===== config.mk =====
export PLATFORM = sky130hd
export DESIGN_NAME = modular_exponentiation_core_flat
export DESIGN_NICKNAME = d
export VERILOG_FILES = /design/src/rtl/mexp_pkg.sv /design/src/rtl/mexp_in_if.sv /design/src/rtl/mexp_out_if.sv /design/src/rtl/mexp_mulmod.sv /design/src/rtl/modular_exponentiation_core.sv /design/src/flat_wrapper.sv
export SDC_FILE = /design/constraint.sdc
export NUM_CORES = 1
export LEC_CHECK = 0
export ABC_AREA = 0
export BUFFER_PORTS_ARGS = -buffer_cell sky130_fd_sc_hd__buf_2
export CAP_MARGIN = 10
export CORE_UTILIZATION = 60
export DETAILED_ROUTE_END_ITERATION = 10
export GPL_TIMING_DRIVEN = 1
export PLACE_DENSITY = 0.82
export SYNTH_ARGS = -nofsm -noshare
export SYNTH_HDL_FRONTEND = slang
export SYNTH_SLANG_ARGS = --single-unit

===== constraint.sdc =====
create_clock -name i_clk -period 15.4 [get_ports i_clk]
set_input_delay 1.54 -clock i_clk [delete_from_list [all_inputs] [get_ports i_clk]]
set_output_delay 1.54 -clock i_clk [all_outputs]
set_load 0.05 [all_outputs]

===== src/rtl/mexp_pkg.sv =====
// Package for the modular exponentiation core.
// Holds the controller state type and the status struct of the multiply unit.
// No dependencies.
package mexp_pkg;

    typedef enum logic [2:0] {
        S_IDLE,
        S_REDUCE,
        S_STEP,
        S_MUL,
        S_SQR,
        S_FINISH
    } t_state;

    typedef struct packed {
        logic busy;
        logic done;
    } t_mul_status;

endpackage


===== src/rtl/mexp_in_if.sv =====
// Input channel of the modular exponentiation core: base and exponent.
// Valid/ready handshake; no dependencies.
interface mexp_in_if #(
    parameter int OPERAND_BITS = 31
) ();
    logic                    valid;
    logic                    ready;
    logic [OPERAND_BITS-1:0] base_value;
    logic [OPERAND_BITS-1:0] exponent_value;

    modport source (output valid, output base_value, output exponent_value, input ready);
    modport sink (input valid, input base_value, input exponent_value, output ready);
endinterface


===== src/rtl/mexp_out_if.sv =====
// Output channel of the modular exponentiation core: one residue per transfer.
// Valid/ready handshake; no dependencies.
interface mexp_out_if #(
    parameter int OPERAND_BITS = 31
) ();
    logic                    valid;
    logic                    ready;
    logic [OPERAND_BITS-1:0] residue;

    modport source (output valid, output residue, input ready);
    modport sink (input valid, input residue, output ready);
endinterface


===== src/rtl/mexp_mulmod.sv =====
// Bit-serial modular multiplier: x * y mod m, one multiplier bit per cycle.
// Depends on mexp_pkg for the status struct.
module mexp_mulmod #(
    parameter int OPERAND_BITS = 31
) (
    input  logic                    i_clk,
    input  logic                    i_rst_n,
    input  logic                    i_start,
    input  logic [OPERAND_BITS-1:0] i_x,
    input  logic [OPERAND_BITS-1:0] i_y,
    input  logic [OPERAND_BITS-1:0] i_m,
    output mexp_pkg::t_mul_status   o_status,
    output logic [OPERAND_BITS-1:0] o_result
);
    localparam int CntW = $clog2(OPERAND_BITS);
    localparam int ExtW = OPERAND_BITS + 3;

    logic [OPERAND_BITS-1:0] r_x;
    logic [OPERAND_BITS-1:0] r_y;
    logic [OPERAND_BITS-1:0] r_m;
    logic [OPERAND_BITS-1:0] r_acc;
    logic [CntW-1:0]         r_cnt;
    logic                    r_busy;
    logic                    r_done;

    logic [ExtW-1:0]         dbl;
    logic [ExtW-1:0]         dbl_m;
    logic [ExtW-1:0]         sum;
    logic [ExtW-1:0]         sum_m;
    logic [ExtW-1:0]         sum_2m;
    logic [ExtW-1:0]         m_ext;
    logic [OPERAND_BITS-1:0] n_acc;

    // Each step forms (2*acc + bit*x) mod m with all candidates in parallel.
    always_comb begin
        m_ext  = ExtW'(r_m);
        dbl    = ExtW'({r_acc, 1'b0});
        dbl_m  = dbl - m_ext;
        sum    = dbl + ExtW'(r_x);
        sum_m  = sum - m_ext;
        sum_2m = sum - {m_ext[ExtW-2:0], 1'b0};
        if (r_y[OPERAND_BITS-1]) begin
            if (!sum_2m[ExtW-1]) begin
                n_acc = sum_2m[OPERAND_BITS-1:0];
            end else if (!sum_m[ExtW-1]) begin
                n_acc = sum_m[OPERAND_BITS-1:0];
            end else begin
                n_acc = sum[OPERAND_BITS-1:0];
            end
        end else begin
            if (!dbl_m[ExtW-1]) begin
                n_acc = dbl_m[OPERAND_BITS-1:0];
            end else begin
                n_acc = dbl[OPERAND_BITS-1:0];
            end
        end
    end

    always_ff @(posedge i_clk) begin
        if (!i_rst_n) begin
            r_busy <= 1'b0;
            r_done <= 1'b0;
        end else begin
            r_done <= r_busy && (r_cnt == '0);
            if (i_start) begin
                r_busy <= 1'b1;
            end else if (r_busy && (r_cnt == '0)) begin
                r_busy <= 1'b0;
            end
        end
    end

    always_ff @(posedge i_clk) begin
        if (i_start) begin
            r_x   <= i_x;
            r_y   <= i_y;
            r_m   <= i_m;
            r_acc <= '0;
            r_cnt <= CntW'(OPERAND_BITS - 1);
        end else if (r_busy) begin
            r_acc <= n_acc;
            r_y   <= {r_y[OPERAND_BITS-2:0], 1'b0};
            r_cnt <= r_cnt - CntW'(1);
        end
    end

    assign o_status.busy = r_busy;
    assign o_status.done = r_done;
    assign o_result      = r_acc;

endmodule


===== src/rtl/modular_exponentiation_core.sv =====
// Top level of the modular exponentiation core: controller, config register, output register.
// Depends on mexp_pkg, mexp_in_if, mexp_out_if and mexp_mulmod.
// The core computes base^exponent mod modulus by right-to-left square-and-multiply. Every
// modular product goes through one shared bit-serial multiplier; the base is first reduced
// by the same unit as 1 * base mod modulus. A zero exponent gives 1 and a modulus below two
// gives 0. A new item is accepted once the previous one has finished, even while its
// residue still waits in the output register.
module modular_exponentiation_core #(
    parameter int OPERAND_BITS = 31
) (
    input  logic                    i_clk,
    input  logic                    i_rst_n,
    input  logic                    i_cfg_we,
    input  logic [OPERAND_BITS-1:0] i_cfg_wdata,
    mexp_in_if.sink                 i_in,
    mexp_out_if.source              o_out
);
    mexp_pkg::t_state        r_state;
    mexp_pkg::t_state        n_state;
    logic [OPERAND_BITS-1:0] r_modulus;
    logic [OPERAND_BITS-1:0] r_exp;
    logic [OPERAND_BITS-1:0] n_exp;
    logic [OPERAND_BITS-1:0] r_acc;
    logic [OPERAND_BITS-1:0] n_acc;
    logic [OPERAND_BITS-1:0] r_pow;
    logic [OPERAND_BITS-1:0] n_pow;
    logic [OPERAND_BITS-1:0] r_res;
    logic [OPERAND_BITS-1:0] n_res;
    logic                    r_res_valid;
    logic                    n_res_valid;

    logic                    mul_start;
    logic [OPERAND_BITS-1:0] mul_x;
    logic [OPERAND_BITS-1:0] mul_y;
    logic [OPERAND_BITS-1:0] mul_result;
    mexp_pkg::t_mul_status   mul_st;
    logic                    in_xfer;
    logic                    out_xfer;

    assign i_in.ready  = (r_state == mexp_pkg::S_IDLE);
    assign in_xfer     = i_in.valid && i_in.ready;
    assign out_xfer    = o_out.valid && o_out.ready;
    assign o_out.valid = r_res_valid;
    assign o_out.residue = r_res;

    mexp_mulmod #(
        .OPERAND_BITS(OPERAND_BITS)
    ) u_mulmod (
        .i_clk    (i_clk),
        .i_rst_n  (i_rst_n),
        .i_start  (mul_start),
        .i_x      (mul_x),
        .i_y      (mul_y),
        .i_m      (r_modulus),
        .o_status (mul_st),
        .o_result (mul_result)
    );

    always_comb begin
        n_state     = r_state;
        n_exp       = r_exp;
        n_acc       = r_acc;
        n_pow       = r_pow;
        n_res       = r_res;
        n_res_valid = r_res_valid;
        mul_start   = 1'b0;
        mul_x       = r_pow;
        mul_y       = r_pow;
        if (out_xfer) begin
            n_res_valid = 1'b0;
        end
        unique case (r_state)
            mexp_pkg::S_IDLE: begin
                if (in_xfer) begin
                    n_exp = i_in.exponent_value;
                    if (i_in.exponent_value == '0) begin
                        n_acc   = OPERAND_BITS'(1);
                        n_state = mexp_pkg::S_FINISH;
                    end else if (r_modulus < OPERAND_BITS'(2)) begin
                        n_acc   = '0;
                        n_state = mexp_pkg::S_FINISH;
                    end else begin
                        mul_start = 1'b1;
                        mul_x     = OPERAND_BITS'(1);
                        mul_y     = i_in.base_value;
                        n_state   = mexp_pkg::S_REDUCE;
                    end
                end
            end
            mexp_pkg::S_REDUCE: begin
                if (mul_st.done) begin
                    n_pow   = mul_result;
                    n_acc   = OPERAND_BITS'(1);
                    n_state = mexp_pkg::S_STEP;
                end
            end
            mexp_pkg::S_STEP: begin
                if (r_exp[0]) begin
                    mul_start = 1'b1;
                    mul_x     = r_acc;
                    mul_y     = r_pow;
                    n_state   = mexp_pkg::S_MUL;
                end else begin
                    n_exp = {1'b0, r_exp[OPERAND_BITS-1:1]};
                    if (r_exp[OPERAND_BITS-1:1] != '0) begin
                        mul_start = 1'b1;
                        n_state   = mexp_pkg::S_SQR;
                    end else begin
                        n_state = mexp_pkg::S_FINISH;
                    end
                end
            end
            mexp_pkg::S_MUL: begin
                if (mul_st.done) begin
                    n_acc = mul_result;
                    n_exp = {1'b0, r_exp[OPERAND_BITS-1:1]};
                    if (r_exp[OPERAND_BITS-1:1] != '0) begin
                        mul_start = 1'b1;
                        n_state   = mexp_pkg::S_SQR;
                    end else begin
                        n_state = mexp_pkg::S_FINISH;
                    end
                end
            end
            mexp_pkg::S_SQR: begin
                if (mul_st.done) begin
                    n_pow   = mul_result;
                    n_state = mexp_pkg::S_STEP;
                end
            end
            mexp_pkg::S_FINISH: begin
                if (!r_res_valid || o_out.ready) begin
                    n_res       = r_acc;
                    n_res_valid = 1'b1;
                    n_state     = mexp_pkg::S_IDLE;
                end
            end
            default: begin
                n_state = mexp_pkg::S_IDLE;
            end
        endcase
    end

    always_ff @(posedge i_clk) begin
        if (!i_rst_n) begin
            r_state     <= mexp_pkg::S_IDLE;
            r_res_valid <= 1'b0;
            r_modulus   <= OPERAND_BITS'(2);
        end else begin
            r_state     <= n_state;
            r_res_valid <= n_res_valid;
            if (i_cfg_we) begin
                r_modulus <= i_cfg_wdata;
            end
        end
    end

    always_ff @(posedge i_clk) begin
        r_exp <= n_exp;
        r_acc <= n_acc;
        r_pow <= n_pow;
        r_res <= n_res;
    end

`ifndef SYNTHESIS
    a_start_idle_unit: assert property (@(posedge i_clk) disable iff (!i_rst_n)
        mul_start |-> !mul_st.busy)
        else $error("multiplier started while busy");
    a_done_in_wait: assert property (@(posedge i_clk) disable iff (!i_rst_n)
        mul_st.done |-> (r_state == mexp_pkg::S_REDUCE || r_state == mexp_pkg::S_MUL
                         || r_state == mexp_pkg::S_SQR))
        else $error("multiplier finished outside a wait state");
    a_ready_unit_free: assert property (@(posedge i_clk) disable iff (!i_rst_n)
        i_in.ready |-> !mul_st.busy)
        else $error("input ready while multiplier busy");
    a_step_exp_nonzero: assert property (@(posedge i_clk) disable iff (!i_rst_n)
        (r_state == mexp_pkg::S_STEP) |-> (r_exp != '0))
        else $error("exponent exhausted in step state");
    a_finish_loads: assert property (@(posedge i_clk) disable iff (!i_rst_n)
        (r_state == mexp_pkg::S_FINISH && o_out.ready) |=> r_res_valid)
        else $error("finished result not loaded into output register");
`endif

endmodule


===== src/flat_wrapper.sv =====
// flat-port wrapper written by rule: the top's interface ports become plain ports
module modular_exponentiation_core_flat 
#(
    parameter int OPERAND_BITS = 31
)
  (i_clk, i_rst_n, i_cfg_we, i_cfg_wdata, i_in_valid, i_in_base_value, i_in_exponent_value, i_in_ready, o_out_valid, o_out_residue, o_out_ready);
  mexp_in_if #(.OPERAND_BITS(OPERAND_BITS)) i_in_i ();
  mexp_out_if #(.OPERAND_BITS(OPERAND_BITS)) o_out_i ();
  input  logic i_clk;
  input  logic i_rst_n;
  input  logic i_cfg_we;
  input  logic [OPERAND_BITS-1:0] i_cfg_wdata;
  input wire logic [$bits(i_in_i.valid)-1:0] i_in_valid;
  input wire logic [$bits(i_in_i.base_value)-1:0] i_in_base_value;
  input wire logic [$bits(i_in_i.exponent_value)-1:0] i_in_exponent_value;
  output wire logic [$bits(i_in_i.ready)-1:0] i_in_ready;
  output wire logic [$bits(o_out_i.valid)-1:0] o_out_valid;
  output wire logic [$bits(o_out_i.residue)-1:0] o_out_residue;
  input wire logic [$bits(o_out_i.ready)-1:0] o_out_ready;
  assign i_in_i.valid = i_in_valid;
  assign i_in_i.base_value = i_in_base_value;
  assign i_in_i.exponent_value = i_in_exponent_value;
  assign i_in_ready = i_in_i.ready;
  assign o_out_valid = o_out_i.valid;
  assign o_out_residue = o_out_i.residue;
  assign o_out_i.ready = o_out_ready;
  modular_exponentiation_core #(.OPERAND_BITS(OPERAND_BITS)) u_core (.i_clk(i_clk), .i_rst_n(i_rst_n), .i_cfg_we(i_cfg_we), .i_cfg_wdata(i_cfg_wdata), .i_in(i_in_i), .o_out(o_out_i));
endmodule

==> Yosys cells after proc, flatten, opt, wreduce, memory -nomap -nowiden <==
Index checks and enable logic that the tools add are counted.
{ "word_totals": {"reg_bits": 290, "inputBits": 98, "out_inout_bits": 33, "elab_cells": 99} }
{ "op_classes": {"n_addsub": 5, "magnitude_cmp": 1, "n_eq_ne": 12, "mux": 46, "reduce_logical": 20} }
{ "ops": {"columns": ["op", "count"], "rows": [
  ["2-to-1 mux 31 bit", 22],
  ["one-hot mux 31 bit (3 select lines)", 2],
  ["one-hot mux 31 bit (2 select lines)", 1],
  ["subtractor 33 x 31 -> 34 bit", 1],
  ["subtractor 33 x 32 -> 34 bit", 1],
  ["adder 32 x 31 -> 33 bit", 1],
  ["subtractor 32 x 31 -> 33 bit", 1],
  ["zero test 31 bit", 1],
  ["< comparator 31 x 2 -> 1 bit, second input constant", 1],
  ["nonzero test 30 bit", 1],
  ["2-to-1 mux 3 bit", 7],
  ["one-hot mux 3 bit (5 select lines)", 1],
  ["2-to-1 mux 1 bit", 12],
  ["!= test 2 bit, second input constant", 4],
  ["AND reduction 4 bit", 2],
  ["equality test 3 x 2 -> 1 bit, second input constant", 2],
  ["equality test 3 bit, second input constant", 2],
  ["nonzero test 3 bit", 2],
  ["zero test 5 bit", 1],
  ["AND reduction 5 bit", 1],
  ["subtractor 5 x 1 -> 5 bit, second input constant", 1],
  ["!= test 2 x 1 -> 1 bit, second input constant", 2],
  ["AND reduction 2 bit", 2],
  ["nonzero test 2 bit", 2],
  ["9 further kinds", 11]
]} }

==> Longest topological paths before layout <==
Gate-level depths: netlist (run 1).
{ "logic_depth": {"depth_word": 6, "ltp_mapped": 23, "depth_no_buf": 21} }

==> Hierarchy <==
Synthesis (run 1) repeated with hierarchy kept, for this count alone.
{ "unflattened": {"hier_cells": 1776, "hier_area_um2": 18576.6} }
{ "modules_own_cells": {"columns": ["module", "instances", "cells_per_inst", "area_each_um2", "seq_area_each_um2"], "rows": [
  ["mexp_mulmod", 1, 1314, 11777.5, 3553.4],
  ["modular_exponentiation_core", 1, 462, 6799.0, 4424.2]
]} }

==> Worst setup path after synthesis (run 1) <==
OpenSTA, ideal clock, no wires.
{ "synth_path": {"path_type": "in2reg", "from": "input port i_in_exponent_value[21]", "to": "register u_core.u_mulmod.r_y[0], enable pin", "setup_ps": 398, "arrival_time_ps": 5364, "required_ps": 15002, "path_slack_ps": 9638, "path_stages": 9, "n_path_buf": 1, "path_cell_list": "nor4_1 nand4_1 o22ai_1 nor2_1 nor2_2 clkinv_1 nor2_1 buf_2 inv_1"} }
{ "synth_between": {"elab_chain_cells": 5} }
{ "synth_lines": {"columns": ["element", "line_no", "text"], "rows": [
  ["from (decl)", "flat_wrapper.sv:15", "input wire logic [$bits(i_in_i.exponent_value)-1:0] i_in_exponent_value;"],
  ["zero test 31 bit", "modular_exponentiation_core.sv:76", "if (i_in.exponent_value == '0) begin"],
  ["2-to-1 mux 1 bit", "modular_exponentiation_core.sv:76", null],
  ["2-to-1 mux 1 bit", "modular_exponentiation_core.sv:74", "if (in_xfer) begin"],
  ["one-hot mux 1 bit (3 select lines)", "modular_exponentiation_core.sv:72", "unique case (r_state)"],
  ["named net u_core.mul_start", "modular_exponentiation_core.sv:32", "logic mul_start;"],
  ["nonzero test 2 bit (no line)", null, null],
  ["to (signal assigned)", "mexp_mulmod.sv:76", "r_y <= i_y;"],
  ["to (signal assigned)", "mexp_mulmod.sv:82", "r_y <= {r_y[OPERAND_BITS-2:0], 1'b0};"],
  ["to (decl)", "mexp_mulmod.sv:19", "logic [OPERAND_BITS-1:0] r_y;"]
]} }
The timed path passes the listed nets, and every way through them passes these cells.
A chain may end at the register's enable or synchronous reset.

==> Worst setup path in the final report (run 1) <==
{ "layout_path": {"from": "register u_core.u_mulmod.r_acc[0], in the netlist u_core.u_mulmod.o_result[0]", "to": "register u_core.u_mulmod.r_acc[4], in the netlist u_core.u_mulmod.o_result[4]"} }
{ "layout_between": {"elab_chain_cells": 5, "elab_cells_between_ends": 8, "classes_between": "add/sub: 4; mux: 4"} }
{ "layout_lines": {"columns": ["element", "line_no", "text"], "rows": [
  ["from (decl)", "mexp_mulmod.sv:21", "logic [OPERAND_BITS-1:0] r_acc;"],
  ["from (signal assigned)", "mexp_mulmod.sv:81", "r_acc <= n_acc;"],
  ["adder 32 x 31 -> 33 bit", "mexp_mulmod.sv:39", "sum = dbl + ExtW'(r_x);"],
  ["subtractor 33 x 31 -> 34 bit", "mexp_mulmod.sv:40", "sum_m = sum - m_ext;"],
  ["2-to-1 mux 31 bit", "mexp_mulmod.sv:45", "end else if (!sum_m[ExtW-1]) begin"],
  ["2-to-1 mux 31 bit", "mexp_mulmod.sv:43", "if (!sum_2m[ExtW-1]) begin"],
  ["2-to-1 mux 31 bit *", "mexp_mulmod.sv:42", "if (r_y[OPERAND_BITS-1]) begin"]
]} }
Mark *: on every way between the ends. The rest lies on a longest branch, timed or not.

==> metrics.md, run 1 <==
| Metric | Value |
|---|---|
| Outcome | complete, no violations |
| Drt total wl | 56690 um |
| Die W | 177.4 um |
| Post-layout util | 0.6856 |
| Vias in the first global route | 14860 |
| CTS tree | built |
| Worst reg2reg path depth | 20 |
| Row cnt | 63 |
| Final setup fails | 0 |
| Ys async rst share | 0 |
| Final worst slack | between 8 and 9 ns |
| Antenna violations before repair | 0 |
| Worst r2r src | u_core.u_mulmod.o_result[0]$_SDFFE_PP0P_ |
| Hold_buf cts | 0 |
| Clk buf depth | 3 |
| Yosys cell types | 88 |
| Setup crit start kind | flop |
| Grt ovf | 0 |
| Period minus WS final | ~6.4 ns |
| Post-synth top flop | edfxtp_1 |
| Postcts setup bufs | 0 |
| Crit path required time | 15.94 ns |
| Post-place setup slack | 9.308 ns |
| Post-Syn Area | 18470 um2 |
| # clock sinks | 290 |
| Initial DRT Pass Iterations | 5 |
| Worst min path class | flop to flop |
| GRT Total Usage | 0.3551 |
| Worst-path maximum fanout | 26 |
| Clock Pin Slew Worst Setup and Hold Paths | 0.07 ns |
| Crit. Startpoint | u_core.u_mulmod.o_result[0]$_SDFFE_PP0P_ |
| Max-Cap Viols | 0 |
| Setup crit end kind | flop |
| #FFs+latches synth | just under 300 |
| # diodes | 0 |
| Max H-tree Level | 1 |
| Port Buffers | 130 |
| Synth Instances | 1852 |
| Commonest non-fill, non-tap cell in the layout | edfxtp_1 |
| Core Area | 29950 um2 |
| Final max-slew violation count | 0 |
| Mapped Nets | 2077 |
| RePlAce Congestion | 1.061 |
| R2R setup slack | 9.00 ns |
| Drt initial violations | around 1700 |
| Average vias per placed instance | approximately 6.6 |
| Worst skew pair latency | 0.59 ns |
| Nets@finish | 2183 |
| Fillers | 2292 |
| Synth Warn # | 0 |
| Synthesized area per cell | roughly 10 um2 |
| CP endpoint | u_core.u_mulmod.o_result[4]$_SDFFE_PP0P_ |
| DPL Wire Length | 42660 um |
| Final worst-path cycle share | 0.4157 |
| Post-synth EDFFs | roughly 220 |
| Sequential area share after synthesis | 0.4319 |
| DR vias | 15670 |
| PostCTS Resize Cnt | 0 |
| Layout cells sized above 1 | 0.1276 |
| RSZ-0062 raised after global routing | no |
| Final ANT Viol Nets | 0 |
| CTS buffer count | 31 |
| Syn-to-layout area delta | 11.19% |
| Die height | ~180 um |
| Skew final | ~0.019 ns |
| Reg2reg end | u_core.u_mulmod.o_result[4]$_SDFFE_PP0P_ |
| DIE AREA | 31490 um2 |
| Initial Util | 0.6166 |
| Clock root buffer | clkbuf_16 |
| Largest net degree at the start of global routing | 62 |
| Max Fclk | approximately 0.16 GHz |
| Worst slew pin tran | 1.247 ns |
| Most frequent cells in the layout | edfxtp_1 (217), a21oi_1 (159), nor2_1 (132) |
| Setup TNS | 0 ns |
| Setup CP Type | flop to flop |
| Final hold violation count | 0 |
| DRC errors left | 0 |
| CP Data Arrival Time | approximately 7 ns |
| Slew headroom | 0.1686 |
| Drt wl/cell | 23.90 um |
| First-pass GRT wire length | 84790 um |
| # IOs | 131 |
==> how the worst min path moves through the flow <==
stage / start / endpoint / slack, ns / cells after the start
6_report: u_core.r_modulus[0]$_SDFFE_PN0P_ / u_core.u_mulmod.r_m[0]$_DFFE_PP_ / 0.45 / 0
5_1_grt: u_core.r_acc[2]$_DFFE_PP_ / u_core.o_out.residue[2]$_DFFE_PP_ / 0.46 / 0
4_1_cts: u_core.r_modulus[0]$_SDFFE_PN0P_ / u_core.u_mulmod.r_m[0]$_DFFE_PP_ / 0.45 / 0
3_5_place_dp: u_core.r_modulus[0]$_SDFFE_PN0P_ / u_core.u_mulmod.r_m[0]$_DFFE_PP_ / 0.43 / 0
3_3_place_gp: u_core.r_modulus[0]$_SDFFE_PN0P_ / u_core.u_mulmod.r_m[0]$_DFFE_PP_ / 0.42 / 0
2_1_floorplan: u_core.r_modulus[0]$_SDFFE_PN0P_ / u_core.u_mulmod.r_m[0]$_DFFE_PP_ / 0.41 / 0
==> synthesized netlist by cell type (26+ instances only) <==
master,number,area share
a21o_1,44,0.018
xor2_1,32,0.015
ha_1,123,0.083
mux2i_1,74,0.040
nor2_1,135,0.027
o21ai_0,91,0.025
xnor2_1,63,0.030
edfxtp_1,217,0.35
and3_1,39,0.013
nor3_1,35,0.0095
dfxtp_1,73,0.079
a211oi_1,29,0.012
clkbuf_1,61,0.012
nand3_1,29,0.0079
nor2b_1,44,0.015
nand2_1,128,0.026
o21a_1,26,0.011
inv_1,64,0.013
a21oi_1,161,0.044
a22o_1,64,0.030
==> per-layer routing <==
metal	part of all wire	GRT usage	wire length, um	vias to the layer above
met4	0.033	0.1147	1858	0
met1	0.42	0.4956	23980	7492
li1	-	-	-	7238
met2	0.45	0.5711	25750	821
met5	0	0	0	-
met3	0.090	0.04627	5099	121
==> cell type report <==
type	instances	area, um2	area share
clock buffers	34	787.0	0.03832
clock inverters	23	271.5	0.01322
inverters	65	244.0	0.01188
multi-input cells	1418	9945	0.4843
flip-flops and latches	290	7978	0.3885
well taps	390	488.0	0.02376
repair buffers	152	823.3	0.04009
==> state kept, by name (all words and copies together), names as in the netlist, 3 cells and up <==
register / cells
u_core.u_mulmod.r_cnt: 5
u_core.r_exp: 31
u_core.r_pow: 31
u_core.r_acc: 31
u_core.r_modulus: 31
u_core.o_out.residue: 31
u_core.u_mulmod.r_y: 31
u_core.r_state: 3
u_core.u_mulmod.r_x: 31
u_core.u_mulmod.o_result: 31
u_core.u_mulmod.r_m: 31
==> critical path: stages, from the launching register on <==
cell and delay [ns]:
dfxtp_1 0.45, ha_1 0.25, inv_1 0.07, fa_1 0.39, nand2b_1 0.19, a21oi_2 0.22, o21ai_1 0.15, nor2b_1 0.18
o21ai_0 0.26, xor2_1 0.53, ha_1 0.43, inv_1 0.17, o21bai_1 0.10, a221oi_1 0.50, o211ai_1 0.25, o21ai_2 0.30
o211ai_4 0.16, nor2_2 0.91, nand2_1 0.11, a311oi_1 0.54, a211o_1 0.17
==> metrics by stage <==
stage               instances  hold WS, ns  instance area [um2]
floorplan                1852       0.4076                18470
global placement         2314       0.4212                19460
detailed placement       2314       0.4260                19460
CTS                      2371       0.4452                20520
global route             2372       0.4566                20540
finish                   2372       0.4485                20540
==> cell families (layout without fill, tap and decap cells) <==
kind of cell	after synthesis	count (layout)	synth area share
multiplexers	79	79	0.04315
AND/OR/NAND/NOR	525	525	0.1410
AO/OA/AOI/OAI	591	591	0.2182
XOR/XNOR	96	96	0.04593
adder cells (fa/ha/maj)	127	127	0.08766
buffers and inverters	144	274	0.03211
flip-flops	290	290	0.4319
Power of run 1 is left out: the tool's default activity adds up to more than one toggle a clock period on the data nets, which glitch-free logic cannot reach.
==> run 2, diff against run 1 <==
Settings changed: CORE_UTILIZATION 60 to 56, PLACE_DENSITY 0.82 to 0.81.
Clock period 15.4 ns to 5.8 ns, I/O delays scaled along.
==> run 2 against run 1 <==
  * Clock skew up 0.0078 ns
  * Cell count increased by 3.8%
  * Utilization shrank 4.3 points
  * Largest cell class unchanged
  * Critical path depth increased by 1
  * Via count increased by 0.81%
  * Non-clock buffer count grew 36
  * Hold slack got worse by 0.23 ns
  * Setup slack got worse by 8.7 ns
==> metrics.md, run 2 (synthesis gave the netlist of run 1 again) <==
| Metric | Value |
|---|---|
| Drt total wl | 55200 um (-2.6%) |
| Average vias per placed instance | 6.417 (-2.9%) |
| Max Fclk | 0.1823 GHz (+17%) |
| Final max-slew violation count | 0 (unchanged) |
| Antenna violations before repair | 0 (unchanged) |
| Drt initial violations | 1827 (+9.2%) |
| Worst r2r src | u_core.u_mulmod.o_result[0]$_SDFFE_PP0P_ |
| Most frequent cells in the layout | edfxtp_1 (217), a21oi_1 (159), nor2_1 (133) |
| Area after DPL | 19820 um2 (+1.8%) |
| Crit path required time | 6.23 ns (-9.71 ns) |
| Fillers | 2618 (+14%) |
| Commonest non-fill, non-tap cell in the layout | edfxtp_1 |
| Vias in the first global route | 14730 (-0.92%) |
| Final worst-path cycle share | 0.9457 (+0.5301) |
| Final ANT Viol Nets | 0 (unchanged) |
| Clock root buffer | clkbuf_16 |
| # clock sinks | 290 (unchanged) |
| Row cnt | 66 (+4.8%) |
| Port Buffers | 130 (unchanged) |
| CTS tree | built |
| DR vias | 15800 (+0.81%) |
| DRC errors left | 0 (unchanged) |
| Worst-path maximum fanout | 23 (-12%) |
| Syn-to-layout area delta | 12.91% |
| Clk buf depth | 3 (unchanged) |
| Setup crit start kind | flop |
| CTS buffer count | 31 (unchanged) |
| Layer carrying the most global-route usage | met2 |
| Final setup fails | 0 (unchanged) |
| Max-Cap Viols | 0 (unchanged) |
| Placed cell count | 2402 (+3.8%) |
| Die height | 183.6 um (+3.5%) |
| # IOs | 131 (unchanged) |
| Final instance area | 20850 um2 (+1.5%) |
| Met1 Track Usage GR | 0.4659 (-0.02972) |
| RSZ-0062 raised after global routing | no |
| Initial Util | 0.5691 (-0.04750) |
| Post-Layout Cell Count | 2462 (+3.8%) |
| Worst min path class | primary input to flop |
| Nets@finish | 2219 (+1.6%) |
| Skew final | 0.02634 ns (+0.007817 ns) |
| Core Area | 32450 um2 (+8.3%) |
| Hold_buf cts | 0 (unchanged) |
| GRT Total Usage | 0.3223 (-0.03281) |
| CP most frequent cell | a21o_1 |
| Worst slew pin tran | 1.189 ns (-0.05779 ns) |
| RePlAce Congestion | 1.023 (-3.6%) |
| Slew headroom | 0.2071 (+0.03853) |
| Crit-path max cell delay | 0.43 ns (-0.48 ns) |
| CP Data Arrival Time | 5.91 ns (-1.03 ns) |
| Hold path start | i_cfg_wdata[1] |
| Crit. Startpoint | u_core.u_mulmod.o_result[0]$_SDFFE_PP0P_ |
| Setup CP Type | flop to flop |
| R2R setup slack | 0.31 ns (-8.68 ns) |
| Final hold violation count | 0 (unchanged) |
| GR Layer Usage met2 | 0.5074 (-0.06370) |
| Outcome | complete, no violations |
| Initial DRT Pass Iterations | 5 (unchanged) |
| Setup TNS | 0 ns (unchanged) |
| Largest net degree at the start of global routing | 62 (unchanged) |
| First-pass GRT wire length | 83430 um (-1.6%) |
| Die W | 183.6 um (+3.5%) |
| Clock Pin Slew Worst Setup and Hold Paths | 0.07 ns (about the same) |
| Drt wl/cell | 22.42 um (-6.2%) |
| Layout cells sized above 1 | 0.1412 (+0.01351) |
| DIE AREA | 33710 um2 (+7.1%) |
| Period minus WS final | 5.485 ns (-0.9161 ns) |
| Worst skew pair latency | 0.59 ns (about the same) |
| Cell Chain, Critical Path | ha_1 > inv_1 > fa_1 > nand2b_1 > a21oi_2 > o21ai_1 > o31ai_1 > a21boi_1 > o31ai_1 > xnor2_1 > ha_1 > a21o_1 > a21o_1 > a21o_1 > a21o_1 > a21oi_1 > o211ai_4 > or2_1 > buf_12 > a211oi_1 > o21ai_1 |
| DPL Wire Length | 42200 um (-1.1%) |
| CP max-delay cell | a211oi_1 |
| Post-layout util | 0.6425 (-0.04306) |
| Grt ovf | 0 (unchanged) |
| Max H-tree Level | 1 (unchanged) |
| Setup crit end kind | flop |
| Met3 Use GR | 0.03605 (-0.01022) |
-- run 2: stage by stage --
stage | setup slack (ns) | hold slack (ns)
floorplan | 0.9132 | 0.4076
global placement | 0.3503 | 0.4207
detailed placement | 0.2676 | 0.4277
CTS | 0.2376 | 0.2059
global route | 0.01104 | 0.2200
finish | 0.3147 | 0.2161
-- run 2: worst paths after layout --
kind,to,cells past startpoint
max reg2reg,u_core.u_mulmod.o_result[10]$_SDFFE_PP0P_,21
min,u_core.r_modulus[1]$_SDFFE_PN1P_,3
min reg2reg,u_core.u_mulmod.r_m[0]$_DFFE_PP_,0
max,u_core.u_mulmod.o_result[10]$_SDFFE_PP0P_,21
-- run 2: area by class of cell --
type / count / area, um2 / share of cell area
Multi-Input combinational cell: 1418 / 9961 / 0.4777
Sequential cell: 290 / 7978 / 0.3826
Timing Repair Buffer: 188 / 1119 / 0.05364
Clock buffer: 46 / 883.3 / 0.04236
Tap cell: 442 / 553.0 / 0.02652
Inverter: 65 / 244.0 / 0.01170
Clock inverter: 12 / 112.6 / 0.005400
Antenna cell: 1 / 2.502 / 0.0001200
-- run 2: layer usage --
| metal | vias up | routed length [um] |
|---|---|---|
| met4 | 0 | 1727 |
| li1 | 7330 | - |
| met5 | - | 0 |
| met2 | 801 | 24570 |
| met1 | 7557 | 24250 |
| met3 | 111 | 4647 |
-- run 2: timing repair --
item | CTS | global route
setup buffers | 0 | 0
hold endpoints to repair | 0 | 0
setup endpoints to repair | 0 | 3
gates resized for setup | 0 | 5
-- run 2: worst max-delay path: cells and delay by family (launching register included) --
family | cells | cell delay [ns]
compound gates | 13 | 3.09
xor+xnor | 1 | 0.26
fa+ha+maj | 3 | 0.91
buf+inv | 2 | 0.25
flops | 1 | 0.35
simple gates | 2 | 0.48
Power of run 2 is left out for the same reason.
